--- config.mk ---
export PLATFORM = sky130hd
export DESIGN_NAME = cascaded_pi_servo_controller_unit
export DESIGN_NICKNAME = d
export VERILOG_FILES = /design/src/hw/rtl/csv_pkg.sv /design/src/hw/rtl/csv_div.sv /design/src/hw/rtl/csv_dp.sv /design/src/hw/rtl/csv_ctrl.sv /design/src/hw/rtl/cascaded_pi_servo_controller_unit.sv
export SDC_FILE = /design/constraint.sdc
export NUM_CORES = 2
export LEC_CHECK = 0
export BUFFER_PORTS_ARGS = -buffer_cell sky130_fd_sc_hd__buf_2
export CORE_MARGIN = 8
export CORE_UTILIZATION = 65
export DETAILED_ROUTE_END_ITERATION = 12
export GPL_TIMING_DRIVEN = 1
export PLACE_DENSITY_LB_ADDON = 0.25
export SLEW_MARGIN = 20
export SYNTH_ARGS = -nofsm -noshare
export SYNTH_HDL_FRONTEND = slang
export SYNTH_SLANG_ARGS = --single-unit
--- constraint.sdc ---
create_clock -name clk -period 21.9 [get_ports clk]
set_input_delay 3.285 -clock clk [delete_from_list [all_inputs] [get_ports clk]]
set_output_delay 3.285 -clock clk [all_outputs]
set_load 0.01 [all_outputs]
--- src/hw/rtl/csv_pkg.sv ---
`timescale 1ns / 1ps

package csv_pkg;

	// Datapath widths
	localparam int PROD_W   = 65;  // signed product of a 49-bit operand and a 16-bit gain
	localparam int MAG_W    = 64;  // magnitude handled by the divider
	localparam int DEN_W    = 15;  // divisor width
	localparam int OPA_W    = 49;  // widest multiplier operand (corrected velocity error)
	localparam int GAIN_W   = 16;
	localparam int CFG_W    = 16;
	localparam int CIDX_W   = 3;
	localparam int STEP_W   = 6;
	localparam int DIV_STEPS = 64;

	// Configuration register indexes
	localparam logic [CIDX_W-1:0] REG_POS_GAIN = 3'd0;
	localparam logic [CIDX_W-1:0] REG_INT_GAIN = 3'd1;
	localparam logic [CIDX_W-1:0] REG_VEL_GAIN = 3'd2;
	localparam logic [CIDX_W-1:0] REG_GAIN_DIV = 3'd3;
	localparam logic [CIDX_W-1:0] REG_VEL_LIM  = 3'd4;

	// Drive bounds
	localparam logic signed [7:0] DRIVE_MAX = 8'sd127;
	localparam logic signed [7:0] DRIVE_MIN = -8'sd127;

	typedef enum logic [3:0] {
		ST_IDLE,
		ST_MUL_POS,
		ST_DIV_POS_GO,
		ST_DIV_POS_WAIT,
		ST_LIMIT,
		ST_MUL_INT,
		ST_DIV_INT_GO,
		ST_DIV_INT_WAIT,
		ST_MUL_DRV,
		ST_DIV_DRV_GO,
		ST_DIV_DRV_WAIT,
		ST_FINISH
	} state_t;

	typedef enum logic [1:0] {
		MUL_POS,
		MUL_INT,
		MUL_DRV
	} mul_sel_t;

	typedef struct packed {
		logic     load;
		logic     mul_en;
		mul_sel_t mul_sel;
		logic     div_start;
		logic     sp_from_div;
		logic     sp_limit;
		logic     verr_en;
		logic     d_from_div;
		logic     finish;
	} cmd_t;

	typedef struct packed {
		logic div_done;
	} sts_t;

endpackage

--- src/hw/rtl/csv_div.sv ---
`timescale 1ns / 1ps

module csv_div (
	input  logic                                 clk,
	input  logic                                 arst_n,
	input  logic                                 start,
	input  logic signed [csv_pkg::PROD_W-1:0]    dividend,
	input  logic        [csv_pkg::DEN_W-1:0]     divisor,
	output logic                                 done,
	output logic signed [csv_pkg::PROD_W-1:0]    quotient
);

	logic                           busy_q;
	logic                           fix_q;
	logic                           done_q;
	logic [csv_pkg::STEP_W-1:0]     cnt_q;
	logic [csv_pkg::MAG_W-1:0]      num_q;
	logic [csv_pkg::DEN_W-1:0]      rem_q;
	logic [csv_pkg::DEN_W-1:0]      den_q;
	logic                           neg_q;
	logic signed [csv_pkg::PROD_W-1:0] quot_q;

	logic [csv_pkg::PROD_W-1:0]     dvd_neg;
	logic [csv_pkg::MAG_W-1:0]      dvd_mag;
	logic [csv_pkg::DEN_W:0]        trial;
	logic [csv_pkg::DEN_W:0]        trial_sub;
	logic                           q_bit;
	logic [csv_pkg::PROD_W-1:0]     q_ext;

	// Take the magnitude of the dividend; the divisor is always positive
	always_comb begin
		dvd_neg = -dividend;
		dvd_mag = dividend[csv_pkg::PROD_W-1] ? dvd_neg[csv_pkg::MAG_W-1:0]
			: dividend[csv_pkg::MAG_W-1:0];
		trial     = {rem_q, num_q[csv_pkg::MAG_W-1]};
		trial_sub = trial - {1'b0, den_q};
		q_bit     = (trial >= {1'b0, den_q});
		q_ext     = {1'b0, num_q};
	end

	// Control: one quotient bit a cycle, then a sign fix cycle
	always_ff @(posedge clk or negedge arst_n) begin
		if (!arst_n) begin
			busy_q <= 1'b0;
			fix_q  <= 1'b0;
			done_q <= 1'b0;
			cnt_q  <= '0;
		end else begin
			done_q <= 1'b0;
			if (start) begin
				busy_q <= 1'b1;
				cnt_q  <= csv_pkg::STEP_W'(csv_pkg::DIV_STEPS - 1);
			end else if (busy_q) begin
				if (cnt_q == '0) begin
					busy_q <= 1'b0;
					fix_q  <= 1'b1;
				end else begin
					cnt_q <= cnt_q - 1'b1;
				end
			end else if (fix_q) begin
				fix_q  <= 1'b0;
				done_q <= 1'b1;
			end
		end
	end

	// Restoring division datapath
	always_ff @(posedge clk) begin
		if (start) begin
			num_q <= dvd_mag;
			rem_q <= '0;
			neg_q <= dividend[csv_pkg::PROD_W-1];
			den_q <= (divisor == '0) ? csv_pkg::DEN_W'(1) : divisor;
		end else if (busy_q) begin
			num_q <= {num_q[csv_pkg::MAG_W-2:0], q_bit};
			rem_q <= q_bit ? trial_sub[csv_pkg::DEN_W-1:0] : trial[csv_pkg::DEN_W-1:0];
		end else if (fix_q) begin
			quot_q <= neg_q ? -$signed(q_ext) : $signed(q_ext);
		end
	end

	assign done     = done_q;
	assign quotient = quot_q;

endmodule

--- src/hw/rtl/csv_dp.sv ---
`timescale 1ns / 1ps

module csv_dp (
	input  logic                              clk,
	input  logic                              arst_n,
	input  csv_pkg::cmd_t                     cmd,
	output csv_pkg::sts_t                     sts,
	input  logic                              cfg_we,
	input  logic [csv_pkg::CIDX_W-1:0]        cfg_index,
	input  logic [csv_pkg::CFG_W-1:0]         cfg_data,
	input  logic signed [31:0]                measured_position,
	input  logic signed [15:0]                measured_velocity,
	input  logic signed [31:0]                position_target,
	input  logic signed [15:0]                velocity_target,
	output logic signed [7:0]                 drive_value,
	output logic signed [15:0]                velocity_setpoint,
	output logic                              drive_saturated
);

	// Configuration and state
	logic signed [15:0]                   kp_q;
	logic signed [15:0]                   ki_q;
	logic signed [15:0]                   kv_q;
	logic [csv_pkg::DEN_W-1:0]            gd_q;
	logic [14:0]                          lim_q;
	logic signed [31:0]                   integ_q;

	// Working registers
	logic signed [32:0]                   err_q;
	logic signed [15:0]                   mvel_q;
	logic signed [15:0]                   sp_q;
	logic signed [16:0]                   verr_q;
	logic signed [csv_pkg::OPA_W-1:0]     d_q;
	logic signed [csv_pkg::PROD_W-1:0]    prod_q;
	logic signed [7:0]                    drive_q;
	logic signed [15:0]                   osp_q;
	logic                                 sat_q;

	logic signed [csv_pkg::OPA_W-1:0]     mul_a;
	logic signed [csv_pkg::GAIN_W-1:0]    mul_b;
	logic signed [csv_pkg::PROD_W-1:0]    mul_p;
	logic                                 div_done;
	logic signed [csv_pkg::PROD_W-1:0]    dq;

	logic signed [15:0]                   sp_sat;
	logic signed [16:0]                   sp_ext;
	logic signed [16:0]                   lim_pos;
	logic signed [16:0]                   lim_neg;
	logic signed [15:0]                   sp_clamped;
	logic signed [7:0]                    drive_c;
	logic                                 sat_c;
	logic signed [32:0]                   int_sum;
	logic signed [31:0]                   int_next;

	// Configuration writes
	always_ff @(posedge clk or negedge arst_n) begin
		if (!arst_n) begin
			kp_q  <= '0;
			ki_q  <= '0;
			kv_q  <= '0;
			gd_q  <= csv_pkg::DEN_W'(1);
			lim_q <= '0;
		end else if (cfg_we) begin
			unique case (cfg_index)
				csv_pkg::REG_POS_GAIN: kp_q  <= cfg_data;
				csv_pkg::REG_INT_GAIN: ki_q  <= cfg_data;
				csv_pkg::REG_VEL_GAIN: kv_q  <= cfg_data;
				csv_pkg::REG_GAIN_DIV: gd_q  <= cfg_data[csv_pkg::DEN_W-1:0];
				csv_pkg::REG_VEL_LIM:  lim_q <= cfg_data[14:0];
				default: ;
			endcase
		end
	end

	// Select multiplier operands
	always_comb begin
		unique case (cmd.mul_sel)
			csv_pkg::MUL_POS: begin
				mul_a = {{(csv_pkg::OPA_W-33){err_q[32]}}, err_q};
				mul_b = kp_q;
			end
			csv_pkg::MUL_INT: begin
				mul_a = {{(csv_pkg::OPA_W-32){integ_q[31]}}, integ_q};
				mul_b = ki_q;
			end
			csv_pkg::MUL_DRV: begin
				mul_a = d_q;
				mul_b = kv_q;
			end
			default: begin
				mul_a = d_q;
				mul_b = kv_q;
			end
		endcase
		mul_p = mul_a * mul_b;
	end

	csv_div u_div (
		.clk      (clk),
		.arst_n   (arst_n),
		.start    (cmd.div_start),
		.dividend (prod_q),
		.divisor  (gd_q),
		.done     (div_done),
		.quotient (dq)
	);

	assign sts.div_done = div_done;

	// Setpoint saturation, limit clamp, drive clamp and integral update
	always_comb begin
		if (dq > 65'sd32767)
			sp_sat = 16'sh7FFF;
		else if (dq < -65'sd32768)
			sp_sat = 16'sh8000;
		else
			sp_sat = dq[15:0];

		sp_ext  = {sp_q[15], sp_q};
		lim_pos = {2'b00, lim_q};
		lim_neg = -lim_pos;
		if (lim_q != '0 && sp_ext > lim_pos)
			sp_clamped = lim_pos[15:0];
		else if (lim_q != '0 && sp_ext < lim_neg)
			sp_clamped = lim_neg[15:0];
		else
			sp_clamped = sp_q;

		int_sum = {integ_q[31], integ_q} + {{16{verr_q[16]}}, verr_q};
		if (int_sum[32] != int_sum[31])
			int_next = int_sum[32] ? 32'sh8000_0000 : 32'sh7FFF_FFFF;
		else
			int_next = int_sum[31:0];

		if (dq > 65'sd127) begin
			drive_c = csv_pkg::DRIVE_MAX;
			sat_c   = 1'b1;
		end else if (dq < -65'sd127) begin
			drive_c = csv_pkg::DRIVE_MIN;
			sat_c   = 1'b1;
		end else begin
			drive_c = dq[7:0];
			sat_c   = 1'b0;
		end
	end

	// Integral state: hold while the drive is clamped
	always_ff @(posedge clk or negedge arst_n) begin
		if (!arst_n)
			integ_q <= '0;
		else if (cmd.finish && !sat_c)
			integ_q <= int_next;
	end

	// Working and output registers
	always_ff @(posedge clk) begin
		if (cmd.load) begin
			err_q  <= {position_target[31], position_target}
				- {measured_position[31], measured_position};
			mvel_q <= measured_velocity;
			sp_q   <= velocity_target;
		end
		if (cmd.mul_en)
			prod_q <= mul_p;
		if (cmd.sp_from_div)
			sp_q <= sp_sat;
		if (cmd.sp_limit)
			sp_q <= sp_clamped;
		if (cmd.verr_en)
			verr_q <= {sp_q[15], sp_q} - {mvel_q[15], mvel_q};
		if (cmd.d_from_div)
			d_q <= {{(csv_pkg::OPA_W-17){verr_q[16]}}, verr_q} + dq[csv_pkg::OPA_W-1:0];
		if (cmd.finish) begin
			drive_q <= drive_c;
			osp_q   <= sp_q;
			sat_q   <= sat_c;
		end
	end

	assign drive_value       = drive_q;
	assign velocity_setpoint = osp_q;
	assign drive_saturated   = sat_q;

endmodule

--- src/hw/rtl/csv_ctrl.sv ---
`timescale 1ns / 1ps

module csv_ctrl (
	input  logic            clk,
	input  logic            arst_n,
	input  logic            in_valid,
	output logic            in_stall,
	input  logic            position_mode,
	output logic            out_valid,
	input  logic            out_stall,
	input  csv_pkg::sts_t   sts,
	output csv_pkg::cmd_t   cmd
);

	csv_pkg::state_t state_q;
	csv_pkg::state_t state_d;
	logic            out_valid_q;

	// State register
	always_ff @(posedge clk or negedge arst_n) begin
		if (!arst_n)
			state_q <= csv_pkg::ST_IDLE;
		else
			state_q <= state_d;
	end

	// Output register occupancy
	always_ff @(posedge clk or negedge arst_n) begin
		if (!arst_n)
			out_valid_q <= 1'b0;
		else if (cmd.finish)
			out_valid_q <= 1'b1;
		else if (!out_stall)
			out_valid_q <= 1'b0;
	end

	// Next state and commands
	always_comb begin
		state_d     = state_q;
		cmd         = '0;
		cmd.mul_sel = csv_pkg::MUL_POS;
		unique case (state_q)
			csv_pkg::ST_IDLE: begin
				if (in_valid) begin
					cmd.load = 1'b1;
					state_d  = position_mode ? csv_pkg::ST_MUL_POS : csv_pkg::ST_LIMIT;
				end
			end
			csv_pkg::ST_MUL_POS: begin
				cmd.mul_en  = 1'b1;
				cmd.mul_sel = csv_pkg::MUL_POS;
				state_d     = csv_pkg::ST_DIV_POS_GO;
			end
			csv_pkg::ST_DIV_POS_GO: begin
				cmd.div_start = 1'b1;
				state_d       = csv_pkg::ST_DIV_POS_WAIT;
			end
			csv_pkg::ST_DIV_POS_WAIT: begin
				if (sts.div_done) begin
					cmd.sp_from_div = 1'b1;
					state_d         = csv_pkg::ST_LIMIT;
				end
			end
			csv_pkg::ST_LIMIT: begin
				cmd.sp_limit = 1'b1;
				state_d      = csv_pkg::ST_MUL_INT;
			end
			csv_pkg::ST_MUL_INT: begin
				cmd.mul_en  = 1'b1;
				cmd.mul_sel = csv_pkg::MUL_INT;
				cmd.verr_en = 1'b1;
				state_d     = csv_pkg::ST_DIV_INT_GO;
			end
			csv_pkg::ST_DIV_INT_GO: begin
				cmd.div_start = 1'b1;
				state_d       = csv_pkg::ST_DIV_INT_WAIT;
			end
			csv_pkg::ST_DIV_INT_WAIT: begin
				if (sts.div_done) begin
					cmd.d_from_div = 1'b1;
					state_d        = csv_pkg::ST_MUL_DRV;
				end
			end
			csv_pkg::ST_MUL_DRV: begin
				cmd.mul_en  = 1'b1;
				cmd.mul_sel = csv_pkg::MUL_DRV;
				state_d     = csv_pkg::ST_DIV_DRV_GO;
			end
			csv_pkg::ST_DIV_DRV_GO: begin
				cmd.div_start = 1'b1;
				state_d       = csv_pkg::ST_DIV_DRV_WAIT;
			end
			csv_pkg::ST_DIV_DRV_WAIT: begin
				if (sts.div_done)
					state_d = csv_pkg::ST_FINISH;
			end
			csv_pkg::ST_FINISH: begin
				// hold until the output register is free
				if (!out_valid_q || !out_stall) begin
					cmd.finish = 1'b1;
					state_d    = csv_pkg::ST_IDLE;
				end
			end
			default: state_d = csv_pkg::ST_IDLE;
		endcase
	end

	assign in_stall  = (state_q != csv_pkg::ST_IDLE);
	assign out_valid = out_valid_q;

endmodule

--- src/hw/rtl/cascaded_pi_servo_controller_unit.sv ---
`timescale 1ns / 1ps

// Cascaded position/velocity PI servo with anti-windup. Each item is one control
// tick and yields one result: the clamped drive value, the velocity setpoint in
// use and a flag telling whether the drive was clamped (the integral then holds).
// Items are processed one at a time; in_stall stays high from acceptance until
// the result is written to the output register, which can still be waiting for
// the consumer while the next item is taken. The next item can be taken in the
// cycle after the result is written; the write waits while the output register
// still holds an unread result and out_stall is high. Most of the time goes to
// the shared 64-step restoring divider (each division with its start, sign fix
// and done steps; three divisions in position mode, two in velocity mode), the
// rest to the shared multiplier and clamps.
// Configuration registers (index 0..4: position gain, integral gain, velocity
// gain, gain divisor, velocity limit) may be written only while the block is idle.

module cascaded_pi_servo_controller_unit (
	input  logic                            clk,
	input  logic                            arst_n,
	input  logic                            cfg_we,
	input  logic [csv_pkg::CIDX_W-1:0]      cfg_index,
	input  logic [csv_pkg::CFG_W-1:0]       cfg_data,
	input  logic                            in_valid,
	output logic                            in_stall,
	input  logic                            position_mode,
	input  logic signed [31:0]              measured_position,
	input  logic signed [15:0]              measured_velocity,
	input  logic signed [31:0]              position_target,
	input  logic signed [15:0]              velocity_target,
	output logic                            out_valid,
	input  logic                            out_stall,
	output logic signed [7:0]               drive_value,
	output logic signed [15:0]              velocity_setpoint,
	output logic                            drive_saturated
);

	csv_pkg::cmd_t cmd;
	csv_pkg::sts_t sts;

	csv_ctrl u_ctrl (
		.clk           (clk),
		.arst_n        (arst_n),
		.in_valid      (in_valid),
		.in_stall      (in_stall),
		.position_mode (position_mode),
		.out_valid     (out_valid),
		.out_stall     (out_stall),
		.sts           (sts),
		.cmd           (cmd)
	);

	csv_dp u_dp (
		.clk               (clk),
		.arst_n            (arst_n),
		.cmd               (cmd),
		.sts               (sts),
		.cfg_we            (cfg_we),
		.cfg_index         (cfg_index),
		.cfg_data          (cfg_data),
		.measured_position (measured_position),
		.measured_velocity (measured_velocity),
		.position_target   (position_target),
		.velocity_target   (velocity_target),
		.drive_value       (drive_value),
		.velocity_setpoint (velocity_setpoint),
		.drive_saturated   (drive_saturated)
	);

	// An accepted item keeps the block busy on the next cycle
	a_busy_after_accept: assert property (@(posedge clk) disable iff (!arst_n)
		in_valid && !in_stall |=> in_stall)
		else $error("block not busy after accepting an item");

	// A new result only appears after the block was working on an item
	a_result_from_work: assert property (@(posedge clk) disable iff (!arst_n)
		$rose(out_valid) |-> $past(in_stall))
		else $error("result appeared without an item in progress");

	// A clamped drive sits exactly at one of the bounds
	a_sat_at_bound: assert property (@(posedge clk) disable iff (!arst_n)
		out_valid && drive_saturated |-> drive_value == csv_pkg::DRIVE_MAX
			|| drive_value == csv_pkg::DRIVE_MIN)
		else $error("saturated drive not at a bound");

endmodule
==> results.md <==
* Post-cts resize count at 0
* CTS max path bufs at 3
* Inst Count DP at 7,053
* Synth area leader: fa_1
* Worst-Margin Slew at 1.245 ns
* Synth Area in Adders at between 30% and 40%
* Footprint of the multi-input gates at 36,910 um2
* TritonCTS clock tree: built
* Tot GR Track Use at between 30 and 40%
* Final Max Tran Viols at 0
* Most frequent cell after synthesis: inv_1
* CP max stage delay at 0.99 ns
* Crit path kind: flip-flop to flip-flop
* CTS hold repair buffers at 0
* Post-synth top cells: inv_1 (998), nand2_1 (774), fa_1 (729)
* Clk_lat worst skew at 0.66 ns
* Top-area cell type share of the netlist area at 26.18%
* Net Count, Synth at around 7,100
* Slowest stage cell, crit path: o21ai_1
* Largest family of logic cells by synthesized area: adder cells
* Fmax at 94.32 MHz
* Routed vias at 43,310
* Final WL at 157,900 um
* Ys Warns at 0
* Synth Area in Simple Gates at 13.13%
* Final Critical Period at 10.60 ns
* Core Region at 85,010 um2
* Vias in the first global route at 44,520
* Die area at between 90,000 and 100,000 um2
* Async SR Flop Fraction at between 20% and 30%
* I/O pins at 148
* Initial Util at between 60% and 70%
* Remaining antenna violation count at 0
* Synth Area in XOR/XNOR at 5.123%
* Pin count of the biggest net entering global routing at 94
* Worst path bufs/invs at 5
* Compound-gate portion of the synthesized area at between 10% and 20%
* Crit Path Max Fanout at 52
* Final hold vios at 0
* Final Setup Violations at 0
* Clk sink count at 505
* HPWL Detailed at 120,400 um
* Clk slew on worst S/H paths at 0.07 ns
* Unique cell type count in the Yosys netlist at 81
* Via/cell ratio at 6.048
* Hold-critical path depth at 0
* RSZ-0062 raised after global routing: false
* Critical Path AT at around 11 ns
* Register area at 14,400 um2
* Cell Area, Synth at 55,740 um2
* CP Data Required Time at about 22 ns
* 1st-iter DRT viols at 3,960
* Global route total overflow at 0
* CTS Buf Count at 55
* H-tree Lvls at 2
* EDFF count, synth at 366
* Clk_skew at about 0.072 ns
* Non-filler instance count after layout at around 7,200
* Initial antenna violation count at 7
* DRC viols at 0
* Clk root buf: clkbuf_16
* Seq/Total Area, Yosys at between 20 and 30%
* Postcts setup bufs at 0
* Share of post-route cells with drive strength above 1 at about 7.7%
* Setup_tns at 0 ns
* Die X at about 310 um
* CP endpoint kind: flip-flop
* Global-route wire length before repair at 247,800 um
* Chip Height at 308.8 um
* Placed Area at about 58,000 um2
* Worst r2r path cells at 27
* Final core occ at ~70%
* Design area at around 60,000 um2
* Placer Congestion at 0.9673
* WL/cell at 22.05 um
* Mux share of post-synthesis cell area at 2.696%
* Syn Inst Count at around 5,900
* Worst path most repeated cell: fa_1
* Synth Area per Inst at 9.401 um2
* 1st-pass router iterations at 8
* Top Family by Delay on Critical Path: compound AO/OA/AOI/OAI gates
* Slew margin rel. at 16.43%
* Ys flop type: edfxtp_1
* Status: completed
* Synth area leaders: fa_1 (26%), edfxtp_1 (20%), ha_1 (7.3%)
* Final nets at 7,143
* Hold Path Class: flip-flop to flip-flop
* Yosys reg bits at 505
* PortBufs at 147
* Syn-to-layout area delta at 7.358%
* Worst Setup Start Kind: flip-flop
* Max Cap Viol at 0
* Row cnt at approximately 110
* Filler cells at around 6,300
* Period utilisation layout at 48.41%
* Worst path depth at 27
[sequential cells by signal, summed over array words and instances, names as in the netlist, 6 cells and up]
name	flops
u_dp.u_div.rem_q	15
u_dp.lim_q	15
u_dp.verr_q	17
u_dp.prod_q	65
u_dp.d_q	49
u_dp.kp_q	16
u_dp.err_q	33
u_dp.sp_q	16
u_dp.u_div.cnt_q	6
u_dp.u_div.quotient	65
u_dp.u_div.num_q	64
u_dp.drive_value	8
u_dp.mvel_q	16
u_dp.gd_q	15
u_dp.integ_q	32
u_dp.ki_q	16
u_dp.kv_q	16
u_dp.velocity_setpoint	16
u_dp.u_div.den_q	15
[cells by family after synthesis]
logic type,after synthesis
DFF,505
and+or+nand+nor,1661
adders and majority gates,1067
AOI/OAI and AO/OA,990
buffers and inverters,1238
xor gates and xnor gates,326
muxes,142
[path summary, 6_finish.rpt]
check	from	end	slack [ns]
setup reg to reg	u_ctrl.state_q[1]$_DFFE_PN0P_	u_dp.prod_q[58]$_DFFE_PP_	11.30
max in group asynchronous	arst_n	u_dp.integ_q[0]$_DFFE_PN0P_	17.62
min in group asynchronous	arst_n	u_dp.gd_q[8]$_DFFE_PN0P_	2.64
setup / recovery	u_ctrl.state_q[1]$_DFFE_PN0P_	u_dp.prod_q[58]$_DFFE_PP_	11.30
hold reg to reg	u_dp.sp_q[0]$_DFFE_PP_	u_dp.velocity_setpoint[0]$_DFFE_PP_	0.45
hold / removal	u_dp.sp_q[0]$_DFFE_PP_	u_dp.velocity_setpoint[0]$_DFFE_PP_	0.45
[per-layer routing]
layer	vias up	GRT usage (%)	part of all wire [%]
met5	-	0	0
met4	0	16.88	6.1
met3	568	6.535	9.0
met2	2157	55.27	48
met1	21250	41.93	37
li1	19330	-	-
[cells in the final DEF (no fill, tap or decap), types with 45 or more instances in the layout]
cell type  instances
fa_1             729
inv_1            996
xor2_1           107
nand4_1           46
ha_1             327
nand2_1          774
buf_4             73
dfrtp_1          123
mux2_2            65
a21o_1            91
o21ai_0          288
buf_2            146
nor2_1           463
mux2i_1           77
o31ai_1           45
edfxtp_1         366
clkbuf_16         56
o21a_1            93
nor2b_1           56
xnor2_1          219
a21oi_1          201
[through the flow]
| step | setup slack [ns] | hold WS [ns] |
|---|---|---|
| floorplan | 12.93 | 0.4244 |
| global placement | 11.63 | 0.4382 |
| detailed placement | 11.18 | 0.4325 |
| CTS | 11.15 | 0.4424 |
| global route | 10.75 | 0.4471 |
| finish | 11.30 | 0.4452 |
[cell type report]
class / instances / share of cell area [%]
antenna: 4 / 0.01673
clock inverter: 37 / 0.9660
sequential: 505 / 24.06
inverter: 999 / 6.267
clock buffer: 67 / 2.478
tap: 1144 / 2.392
multi-input combinational: 4186 / 61.69
timing repair buffer: 219 / 2.137
Power is left out: the tool's default activity adds up to more than one toggle a clock period on the data nets, which glitch-free logic cannot reach.
